## config.mk

```make
export PLATFORM = sky130hd
export DESIGN_NAME = panel_link_frame_decoder_flat
export DESIGN_NICKNAME = d
export VERILOG_FILES = /design/src/rtl/plfd_pkg.sv /design/src/rtl/plfd_in_if.sv /design/src/rtl/plfd_out_if.sv /design/src/rtl/plfd_bar_parse.sv /design/src/rtl/panel_link_frame_decoder.sv /design/src/flat_wrapper.sv
export SDC_FILE = /design/constraint.sdc
export NUM_CORES = 1
export LEC_CHECK = 0
export ABC_AREA = 1
export BUFFER_PORTS_ARGS = -buffer_cell sky130_fd_sc_hd__buf_2
export CAP_MARGIN = 20
export CORE_UTILIZATION = 50
export DETAILED_ROUTE_END_ITERATION = 10
export PLACE_DENSITY = 0.7
export SLEW_MARGIN = 10
export SYNTH_ARGS = -nofsm -noshare
export SYNTH_HDL_FRONTEND = slang
export SYNTH_SLANG_ARGS = --single-unit
```

## constraint.sdc

```tcl
create_clock -name clk_i -period 13.8 [get_ports clk_i]
set_input_delay 2.07 -clock clk_i [delete_from_list [all_inputs] [get_ports clk_i]]
set_output_delay 2.07 -clock clk_i [all_outputs]
set_load 0.02 [all_outputs]
```

## src/rtl/plfd_pkg.sv

```systemverilog
// Package for the panel link frame decoder.
// Holds frame phase codes, event kind codes, byte constants, the shared bar type and a digit test.
// No dependencies.
package plfd_pkg;

  // Frame phase codes.
  localparam logic [2:0] PH_INIT    = 3'd0;
  localparam logic [2:0] PH_UNKNOWN = 3'd1;
  localparam logic [2:0] PH_MESSAGE = 3'd2;
  localparam logic [2:0] PH_ANNUN   = 3'd3;
  localparam logic [2:0] PH_CONTROL = 3'd4;
  localparam logic [2:0] PH_BUTTON  = 3'd5;

  // Event kind codes.
  localparam logic [2:0] EV_CHAR    = 3'd0;
  localparam logic [2:0] EV_MSG_END = 3'd1;
  localparam logic [2:0] EV_ANNUN   = 3'd2;
  localparam logic [2:0] EV_CONTROL = 3'd3;
  localparam logic [2:0] EV_BUTTON  = 3'd4;

  // Link byte values.
  localparam logic [7:0] EOF_CPU      = 8'h00;
  localparam logic [7:0] EOF_PANEL    = 8'hBB;
  localparam logic [7:0] BUTTON_START = 8'h77;
  localparam logic [7:0] BUTTON_END   = 8'h66;
  localparam logic [7:0] LOW7_MASK    = 8'h7F;
  localparam logic [7:0] CHAR_ZERO    = 8'h30;
  localparam logic [7:0] CHAR_NINE    = 8'h39;
  localparam logic [7:0] CHAR_MINUS   = 8'h2D;
  localparam logic [7:0] COUNT_MAX    = 8'hFF;

  localparam int unsigned CPU_HEAD_DEPTH   = 8;
  localparam int unsigned PANEL_HEAD_DEPTH = 3;
  // Message head bytes that feed the bar parser (cpu bytes 2 to 7).
  localparam int unsigned BAR_BYTES        = 6;

  // Bar-graph result of a message frame.
  typedef struct packed {
    logic               style;
    logic signed [14:0] value;
  } bar_t;

  function automatic logic is_digit(input logic [7:0] c);
    return (c >= CHAR_ZERO) && (c <= CHAR_NINE);
  endfunction

endpackage

```

## src/rtl/plfd_in_if.sv

```systemverilog
// Input channel of the panel link frame decoder: one sniffed byte pair per beat.
// Depends on nothing.
interface plfd_in_if;
  logic       valid;
  logic       ready;
  logic [7:0] cpu_byte;
  logic [7:0] panel_byte;

  modport source (output valid, output cpu_byte, output panel_byte, input ready);
  modport sink   (input valid, input cpu_byte, input panel_byte, output ready);
endinterface

```

## src/rtl/plfd_out_if.sv

```systemverilog
// Output channel of the panel link frame decoder: one decoded event per beat.
// Depends on nothing.
interface plfd_out_if;
  logic               valid;
  logic               ready;
  logic [2:0]         event_kind;
  logic [7:0]         first_data;
  logic [7:0]         second_data;
  logic               bar_style;
  logic signed [14:0] bar_value;

  modport source (output valid, output event_kind, output first_data,
                  output second_data, output bar_style, output bar_value,
                  input ready);
  modport sink   (input valid, input event_kind, input first_data,
                  input second_data, input bar_style, input bar_value,
                  output ready);
endinterface

```

## src/rtl/plfd_bar_parse.sv

```systemverilog
// Bar-graph parser: style and signed decimal value from message head bytes 2 to 7.
// Depends on plfd_pkg.
module plfd_bar_parse (
  input  logic [7:0]     head_i [plfd_pkg::BAR_BYTES],
  output plfd_pkg::bar_t bar_o
);

  logic        style;
  logic [2:0]  want;
  logic [2:0]  got;
  logic [13:0] acc;

  // Walk the head bytes, skipping non-digits, until enough digits are taken.
  // Byte 2 is a digit only in the positive style, where it is part of the value.
  always_comb begin
    style = !plfd_pkg::is_digit(head_i[0]);
    want  = style ? 3'd3 : 3'd4;
    got   = '0;
    acc   = '0;
    for (int k = 0; k < plfd_pkg::BAR_BYTES; k++) begin
      if ((k != 0 || !style) && plfd_pkg::is_digit(head_i[k]) && got < want) begin
        acc = 14'(acc * 14'd10 + {10'd0, head_i[k][3:0]});
        got = got + 3'd1;
      end
    end
  end

  // A leading minus sign negates the parsed value.
  always_comb begin
    bar_o.style = style;
    if (style && head_i[0] == plfd_pkg::CHAR_MINUS) begin
      bar_o.value = -$signed({1'b0, acc});
    end else begin
      bar_o.value = $signed({1'b0, acc});
    end
  end

endmodule

```

## src/rtl/panel_link_frame_decoder.sv

```systemverilog
// Top level of the panel link frame decoder: input register, frame state, result register.
// Depends on plfd_pkg, plfd_in_if, plfd_out_if and plfd_bar_parse.
//
//   Channel  Dir  Beat contents
//   in_i     in   cpu_byte, panel_byte (one sniffed byte pair)
//   out_o    out  event_kind, first_data, second_data, bar_style, bar_value
//
// One beat per cycle unless out_o stalls; a pair's event goes via input and result registers.
// The frame state and head bytes update in the cycle the pair leaves the input register.
// Reset puts the decoder in the init phase with a zero byte count and zeroed heads.
// A stalled output holds its event; the input register keeps accepting until it is full.
module panel_link_frame_decoder (
  input  logic              clk_i,
  input  logic              rst_ni,
  plfd_in_if.sink           in_i,
  plfd_out_if.source        out_o
);

  // Input register.
  logic       in_valid_q;
  logic [7:0] cpu_q;
  logic [7:0] panel_q;

  // Frame state.
  logic [2:0] phase_q, phase_d;
  logic [7:0] byte_count_q, byte_count_d;
  logic [7:0] cpu_head_q   [plfd_pkg::CPU_HEAD_DEPTH];
  logic [7:0] panel_head_q [plfd_pkg::PANEL_HEAD_DEPTH];

  // Result register.
  logic               out_valid_q;
  logic [2:0]         out_kind_q;
  logic [7:0]         out_first_q;
  logic [7:0]         out_second_q;
  logic               out_style_q;
  logic signed [14:0] out_value_q;

  logic               advance;
  logic               res_valid;
  logic [2:0]         res_kind;
  logic [7:0]         res_first;
  logic [7:0]         res_second;
  logic               res_style;
  logic signed [14:0] res_value;
  logic               eof;
  logic               frame_end;
  logic [7:0]         cpu_eff   [plfd_pkg::CPU_HEAD_DEPTH];
  logic [7:0]         panel_eff [plfd_pkg::PANEL_HEAD_DEPTH];
  logic [7:0]         bar_head  [plfd_pkg::BAR_BYTES];
  plfd_pkg::bar_t     bar;

  // The held pair moves on whenever the result slot is free or being emptied.
  assign advance    = in_valid_q && (!out_valid_q || out_o.ready);
  assign in_i.ready = !in_valid_q || advance;

  always_ff @(posedge clk_i or negedge rst_ni) begin
    if (!rst_ni) begin
      in_valid_q <= 1'b0;
    end else if (in_i.ready) begin
      in_valid_q <= in_i.valid;
    end
  end

  always_ff @(posedge clk_i) begin
    if (in_i.ready && in_i.valid) begin
      cpu_q   <= in_i.cpu_byte;
      panel_q <= in_i.panel_byte;
    end
  end

  // Head bytes as they stand after this pair is written.
  always_comb begin
    for (int k = 0; k < plfd_pkg::CPU_HEAD_DEPTH; k++) begin
      cpu_eff[k] = (byte_count_q == 8'(k)) ? cpu_q : cpu_head_q[k];
    end
    for (int k = 0; k < plfd_pkg::PANEL_HEAD_DEPTH; k++) begin
      panel_eff[k] = (byte_count_q == 8'(k)) ? panel_q : panel_head_q[k];
    end
    for (int k = 0; k < plfd_pkg::BAR_BYTES; k++) begin
      bar_head[k] = cpu_eff[k + 2];
    end
  end

  plfd_bar_parse u_bar_parse (
    .head_i (bar_head),
    .bar_o  (bar)
  );

  assign eof = (cpu_q == plfd_pkg::EOF_CPU) && (panel_q == plfd_pkg::EOF_PANEL);

  // Frame classification and event selection.
  always_comb begin
    byte_count_d = (byte_count_q != plfd_pkg::COUNT_MAX) ? byte_count_q + 8'd1
                                                         : byte_count_q;
    phase_d    = phase_q;
    frame_end  = 1'b0;
    res_valid  = 1'b0;
    res_kind   = plfd_pkg::EV_CHAR;
    res_first  = '0;
    res_second = '0;
    res_style  = 1'b0;
    res_value  = '0;
    unique case (phase_q)
      plfd_pkg::PH_UNKNOWN: begin
        if (byte_count_d == 8'd1 && cpu_q == plfd_pkg::EOF_CPU &&
            panel_q == plfd_pkg::BUTTON_START) begin
          phase_d = plfd_pkg::PH_BUTTON;
        end else if (byte_count_d == 8'd2) begin
          if (cpu_eff[0] == 8'h00 &&
              (cpu_eff[1] & plfd_pkg::LOW7_MASK) == plfd_pkg::LOW7_MASK) begin
            phase_d = plfd_pkg::PH_MESSAGE;
          end else if ((cpu_eff[0] & plfd_pkg::LOW7_MASK) == plfd_pkg::LOW7_MASK &&
                       cpu_eff[1] == 8'h00) begin
            phase_d = plfd_pkg::PH_ANNUN;
          end else begin
            phase_d = plfd_pkg::PH_CONTROL;
          end
        end
      end
      plfd_pkg::PH_MESSAGE: begin
        res_valid = 1'b1;
        if (eof) begin
          res_kind  = plfd_pkg::EV_MSG_END;
          res_style = bar.style;
          res_value = bar.value;
          frame_end = 1'b1;
        end else begin
          res_kind  = plfd_pkg::EV_CHAR;
          res_first = cpu_q;
        end
      end
      plfd_pkg::PH_ANNUN: begin
        if (eof) begin
          res_valid  = 1'b1;
          res_kind   = plfd_pkg::EV_ANNUN;
          res_first  = cpu_eff[3];
          res_second = cpu_eff[2];
          frame_end  = 1'b1;
        end
      end
      plfd_pkg::PH_CONTROL: begin
        if (eof) begin
          res_valid  = 1'b1;
          res_kind   = plfd_pkg::EV_CONTROL;
          res_first  = cpu_eff[0];
          res_second = cpu_eff[1];
          frame_end  = 1'b1;
        end
      end
      plfd_pkg::PH_BUTTON: begin
        if (cpu_q == plfd_pkg::BUTTON_END) begin
          res_valid  = 1'b1;
          res_kind   = plfd_pkg::EV_BUTTON;
          res_first  = panel_eff[1];
          res_second = panel_eff[2];
          frame_end  = 1'b1;
        end
      end
      default: begin
        // Init and the unused codes wait for an end-of-frame pair.
        frame_end = eof;
      end
    endcase
    if (frame_end) begin
      byte_count_d = '0;
      phase_d      = plfd_pkg::PH_UNKNOWN;
    end
  end

  // State and head update.
  always_ff @(posedge clk_i or negedge rst_ni) begin
    if (!rst_ni) begin
      phase_q      <= plfd_pkg::PH_INIT;
      byte_count_q <= '0;
      for (int k = 0; k < plfd_pkg::CPU_HEAD_DEPTH; k++) begin
        cpu_head_q[k] <= '0;
      end
      for (int k = 0; k < plfd_pkg::PANEL_HEAD_DEPTH; k++) begin
        panel_head_q[k] <= '0;
      end
    end else if (advance) begin
      phase_q      <= phase_d;
      byte_count_q <= byte_count_d;
      if (byte_count_q < 8'(plfd_pkg::CPU_HEAD_DEPTH)) begin
        cpu_head_q[byte_count_q[2:0]] <= cpu_q;
      end
      if (byte_count_q < 8'(plfd_pkg::PANEL_HEAD_DEPTH)) begin
        panel_head_q[byte_count_q[1:0]] <= panel_q;
      end
    end
  end

  // Result register.
  always_ff @(posedge clk_i or negedge rst_ni) begin
    if (!rst_ni) begin
      out_valid_q <= 1'b0;
    end else if (advance && res_valid) begin
      out_valid_q <= 1'b1;
    end else if (out_o.ready) begin
      out_valid_q <= 1'b0;
    end
  end

  always_ff @(posedge clk_i) begin
    if (advance && res_valid) begin
      out_kind_q   <= res_kind;
      out_first_q  <= res_first;
      out_second_q <= res_second;
      out_style_q  <= res_style;
      out_value_q  <= res_value;
    end
  end

  assign out_o.valid       = out_valid_q;
  assign out_o.event_kind  = out_kind_q;
  assign out_o.first_data  = out_first_q;
  assign out_o.second_data = out_second_q;
  assign out_o.bar_style   = out_style_q;
  assign out_o.bar_value   = out_value_q;

  // Every frame-end event leaves a fresh frame in the unknown phase.
  a_frame_end_restart: assert property (@(posedge clk_i) disable iff (!rst_ni)
    advance && res_valid && res_kind != plfd_pkg::EV_CHAR |=>
      byte_count_q == 8'd0 && phase_q == plfd_pkg::PH_UNKNOWN)
    else $error("frame end did not restart the frame");

  // The classification phase never produces an event.
  a_unknown_silent: assert property (@(posedge clk_i) disable iff (!rst_ni)
    advance && phase_q == plfd_pkg::PH_UNKNOWN |-> !res_valid)
    else $error("event produced while classifying a frame");

  // The byte count never falls except by returning to zero.
  a_count_monotonic: assert property (@(posedge clk_i) disable iff (!rst_ni)
    advance |=> byte_count_q == 8'd0 || byte_count_q >= $past(byte_count_q))
    else $error("byte count went backwards");

  // A new event is loaded only into a free or draining result slot.
  a_no_overwrite: assert property (@(posedge clk_i) disable iff (!rst_ni)
    out_valid_q && !out_o.ready |=> out_valid_q && $stable(out_kind_q))
    else $error("pending event was overwritten");

endmodule
```

## src/flat_wrapper.sv

```systemverilog
// flat-port wrapper written by rule: the top's interface ports become plain ports
module panel_link_frame_decoder_flat 
  (clk_i, rst_ni, in_i_valid, in_i_cpu_byte, in_i_panel_byte, in_i_ready, out_o_valid, out_o_event_kind, out_o_first_data, out_o_second_data, out_o_bar_style, out_o_bar_value, out_o_ready);
  plfd_in_if in_i_i ();
  plfd_out_if out_o_i ();
  input  logic clk_i;
  input  logic rst_ni;
  input wire logic [$bits(in_i_i.valid)-1:0] in_i_valid;
  input wire logic [$bits(in_i_i.cpu_byte)-1:0] in_i_cpu_byte;
  input wire logic [$bits(in_i_i.panel_byte)-1:0] in_i_panel_byte;
  output wire logic [$bits(in_i_i.ready)-1:0] in_i_ready;
  output wire logic [$bits(out_o_i.valid)-1:0] out_o_valid;
  output wire logic [$bits(out_o_i.event_kind)-1:0] out_o_event_kind;
  output wire logic [$bits(out_o_i.first_data)-1:0] out_o_first_data;
  output wire logic [$bits(out_o_i.second_data)-1:0] out_o_second_data;
  output wire logic [$bits(out_o_i.bar_style)-1:0] out_o_bar_style;
  output wire logic [$bits(out_o_i.bar_value)-1:0] out_o_bar_value;
  input wire logic [$bits(out_o_i.ready)-1:0] out_o_ready;
  assign in_i_i.valid = in_i_valid;
  assign in_i_i.cpu_byte = in_i_cpu_byte;
  assign in_i_i.panel_byte = in_i_panel_byte;
  assign in_i_ready = in_i_i.ready;
  assign out_o_valid = out_o_i.valid;
  assign out_o_event_kind = out_o_i.event_kind;
  assign out_o_first_data = out_o_i.first_data;
  assign out_o_second_data = out_o_i.second_data;
  assign out_o_bar_style = out_o_i.bar_style;
  assign out_o_bar_value = out_o_i.bar_value;
  assign out_o_i.ready = out_o_ready;
  panel_link_frame_decoder u_core (.clk_i(clk_i), .rst_ni(rst_ni), .in_i(in_i_i), .out_o(out_o_i));
endmodule
```

==> flow_metrics.py <==
metrics = {
    "outcome": {
        "status": "complete, no violations",
    },
    "synthesis": {
        "synthArstFlopShare_pct": 64.6,
        "ys_ff_latch": 144,
        "netlist_instances": 1633,
        "synth_cell_type_count": 56,
        "synth_edf_count": 51,
        "ys_seq_area_share_pct": 32.2,
        "synth_fp_nets": 1771,
        "syn_area_sq_mm": 0.0120,
        "avgSynthCellArea_sq_um": 7.34,
        "ys.flop_type": "dfrtp_1",
        "yosysWarnings": 0,
    },
    "placement": {
        "place_area_sq_mm": 0.0125,
        "dp.cells": 1975,
        "gp_congestion": 0.946,
        "hpwl_um": 23800,
        "port_buffers": 56,
        "pre_cts_slack_ns": 2.44,
    },
    "clock_network": {
        "cts_root_buf": "clkbuf_16",
        "htree_levels": 4,
        "ctsHoldBuffers": 0,
        "cts_sinks": 144,
        "cts_tree": "built",
        "post_cts.repair.setup_buffers": 0,
        "cts_made_buffers": 17,
        "clockBufferDepth": 2,
        "cts_resized": 0,
        "path_clk_slew_ns": 0.07,
        "clock_latency_ns": 0.43,
    },
    "die": {
        "chipHeight_um": 157,
        "dieWidth_um": 157,
        "dieArea_sq_mm": 0.0246,
        "initial_core_util_pct": 51.1,
        "rows": 56,
        "io_pins": 57,
        "core_sq_mm": 0.0235,
    },
    "pwr": {
        "ir_drop_mv": 0.125,
        "cellPowerDensity_mw_per_mm2": 178,
        "leakage_nw": 6.70,
    },
    "detailed_routing": {
        "first_pass_iters": 6,
        "routed_wl_um": 30700,
        "drt_iter0_markers": 777,
        "wl_per_cell_um": 15.3,
        "antenna_left": 0,
        "via_count": 10900,
        "drc_errors": 0,
        "viasPerCell": 5.41,
    },
    "global_routing": {
        "grt-ovfl-total": 0,
        "grt.total_usage_pct": 26.1,
        "grt_max_degree": 66,
        "antenna_found_initial": 0,
        "grt_pass1_vias": 10500,
        "grt_pass1_wl_um": 50600,
    },
    "cells_and_area": {
        "regArea_sq_mm": 0.00386,
        "fill_cells": 2228,
        "area_growth_pct": 9.77,
        "layout.nets": 1813,
        "n_antenna_cell": 0,
        "fin_area_sq_mm": 0.0132,
        "multi_input_area_sq_mm": 0.00716,
        "instances_no_fill": 2007,
        "layout-drive-gt1-share_pct": 9.18,
    },
    "sta": {
        "hold_violations": 0,
        "finalSetupTns_ns": 0,
        "period_minus_slack_ns": 11.50,
        "slew_headroom_pct": 32.1,
        "finClkSkew_ns": 0.00930,
        "worst_slack_ns": 2.30,
        "rsz0062_at_grt": "false",
        "period_share_pct": 83.3,
        "fmax_ghz": 0.0870,
        "finalSetupViolations": 0,
        "drv_slew": 0,
        "worst_pin_slew_ns": 1.01,
    },
    "critical_path": {
        "crit_path_end_kind": "flip-flop",
        "crit_path_top_delay_cell": "fa_1",
        "r2r-end": "u_core.out_o.bar_value[13]",
        "reg2reg_depth": 62,
        "reg2reg_from": "u_core.byte_count_q[0]",
        "r2r_slack_ns": 2.30,
        "critPathMostFrequentCell": "nand2_1",
        "critPathLaunchType": "flip-flop",
        "critical_path_required_ns": 13.96,
        "critPathMaxStageDelay_ns": 0.49,
        "path_max_fanout": 23,
        "crit_type": "reg2reg",
        "crit_arrival_ns": 11.66,
    },
    "worst_hold_path": {
        "hp-start": "u_core.cpu_head_q[9]",
        "holdPathEnd": "u_core.cpu_head_q[9]",
        "holdPathStages": 2,
        "min_path_type": "reg2reg",
    },
    "flow_run": {
        "cap_viol_max_count": 0,
    },
}
[worst max path at each step]
| stage | slack (ns) | start | cells past startpoint | endpoint |
|---|---|---|---|---|
| finish | 2.30 | u_core.byte_count_q[0] | 62 | u_core.out_o.bar_value[13] |
| global route | 1.22 | u_core.byte_count_q[0] | 64 | u_core.out_o.bar_value[13] |
| CTS | 2.38 | u_core.byte_count_q[0] | 62 | u_core.out_o.bar_value[13] |
| detailed placement | 2.44 | u_core.byte_count_q[0] | 62 | u_core.out_o.bar_value[13] |
| global placement | 2.91 | u_core.byte_count_q[0] | 60 | u_core.out_o.bar_value[14] |
| floorplan | 3.89 | u_core.byte_count_q[0] | 65 | u_core.out_o.bar_value[13] |
[cell families after synthesis]
logic type,share of synthesized area [%]
xor+xnor,4.38
mux,0.0939
compound gates,14.6
fa+ha+maj,12.9
buf+inv,8.18
flops,32.2
simple gates,27.6
[per-layer routing]
layer  track usage [%]  up-vias  routed length (um)
li1                  -     5501                   -
met1              32.5     4996               13400
met2              44.8      276               14600
met3              4.15       77                1580
met4              10.9        0                1140
met5                 0        -                   0
[critical path: cells and delay by family (launching register included)]
family	cells	cell delay [ns]
AND/OR/NAND/NOR	28	3.32
AO/OA/AOI/OAI	6	1.29
flip-flops	1	0.45
buffers and inverters	11	1.24
XOR/XNOR	6	1.24
adder cells (fa/ha/maj)	11	3.66
[area by class of cell]
class                           instances  share of cell area [%]
Clock inverter                         15                    1.71
Inverter                              203                    5.79
Multi-Input combinational cell       1246                    54.4
Timing Repair Buffer                   63                    2.55
Sequential cell                       144                    29.3
Tap cell                              319                    3.03
Clock buffer                           17                    3.23
[power breakdown]
group | leakage, nW | internal (W) | switching (W) | total, W
Clock | 0.315 | 0.000310 | 0.000201 | 0.000511
Sequential | 1.75 | 0.000558 | 0.0000787 | 0.000637
Combinational | 4.63 | 0.000405 | 0.000790 | 0.00119
Total | 6.70 | 0.00127 | 0.00107 | 0.00234
[synth_stat cells (5+ instances only)]
cell type / number / area (sq um)
o21ai_2: 5 / 43.8
o21ai_0: 163 / 816
fa_1: 10 / 200
o211ai_1: 13 / 97.6
nor3_1: 22 / 110
a21oi_1: 65 / 325
nand3b_1: 9 / 67.6
o22ai_1: 12 / 75.1
nand2_2: 19 / 119
xnor2_1: 26 / 228
xor2_1: 34 / 298
nor4_1: 12 / 75.1
nor2_1: 120 / 450
nand3_1: 85 / 425
inv_1: 196 / 736
dfrtp_1: 93 / 2330
clkbuf_1: 25 / 93.8
nor2_4: 6 / 67.6
edfxtp_1: 51 / 1530
o21bai_1: 6 / 45.0
nand2_4: 5 / 56.3
nand4_1: 16 / 100
a31oi_1: 10 / 62.6
buf_6: 7 / 78.8
a221oi_1: 6 / 52.6
ha_1: 108 / 1350
o21ai_1: 11 / 55.1
or2_2: 7 / 43.8
clkinv_1: 5 / 18.8
nand2_1: 439 / 1650
[cells in the final DEF (no fill, tap or decap), types with 26 or more instances in the layout]
| cell | netlist | final |
|---|---|---|
| dfrtp_1 | 93 | 93 |
| o21ai_0 | 163 | 163 |
| ha_1 | 108 | 108 |
| a21oi_1 | 65 | 65 |
| nor2_1 | 120 | 120 |
| inv_1 | 196 | 196 |
| buf_2 | 4 | 55 |
| nand3_1 | 85 | 85 |
| edfxtp_1 | 51 | 51 |
| xor2_1 | 34 | 34 |
| nand2_1 | 439 | 439 |
| xnor2_1 | 26 | 26 |
[registers in the layout, indices dropped and copies added (netlist names)]
| register | flops |
|---|---|
| u_core.byte_count_q | 8 |
| u_core.cpu_q | 8 |
| u_core.cpu_head_q | 64 |
| u_core.out_o.event_kind | 3 |
| u_core.out_o.bar_style | 1 |
| u_core.out_o.first_data | 8 |
| u_core.out_o.bar_value | 15 |
| u_core.out_o.valid | 1 |
| u_core.out_o.second_data | 8 |
| u_core.panel_head_q | 16 |
| u_core.panel_q | 8 |
| u_core.phase_q | 3 |
| u_core.in_valid_q | 1 |
[metrics by stage]
stage                     util, %  power (W)  hold slack [ns]
after floorplan                 -    0.00157            0.446
after global placement       53.3    0.00179            0.462
after detailed placement     53.3    0.00182            0.469
after CTS                    56.1    0.00234            0.484
after global routing         56.1    0.00255            0.499
final                        56.1    0.00234            0.484
Power figures use the tool's default switching activity.
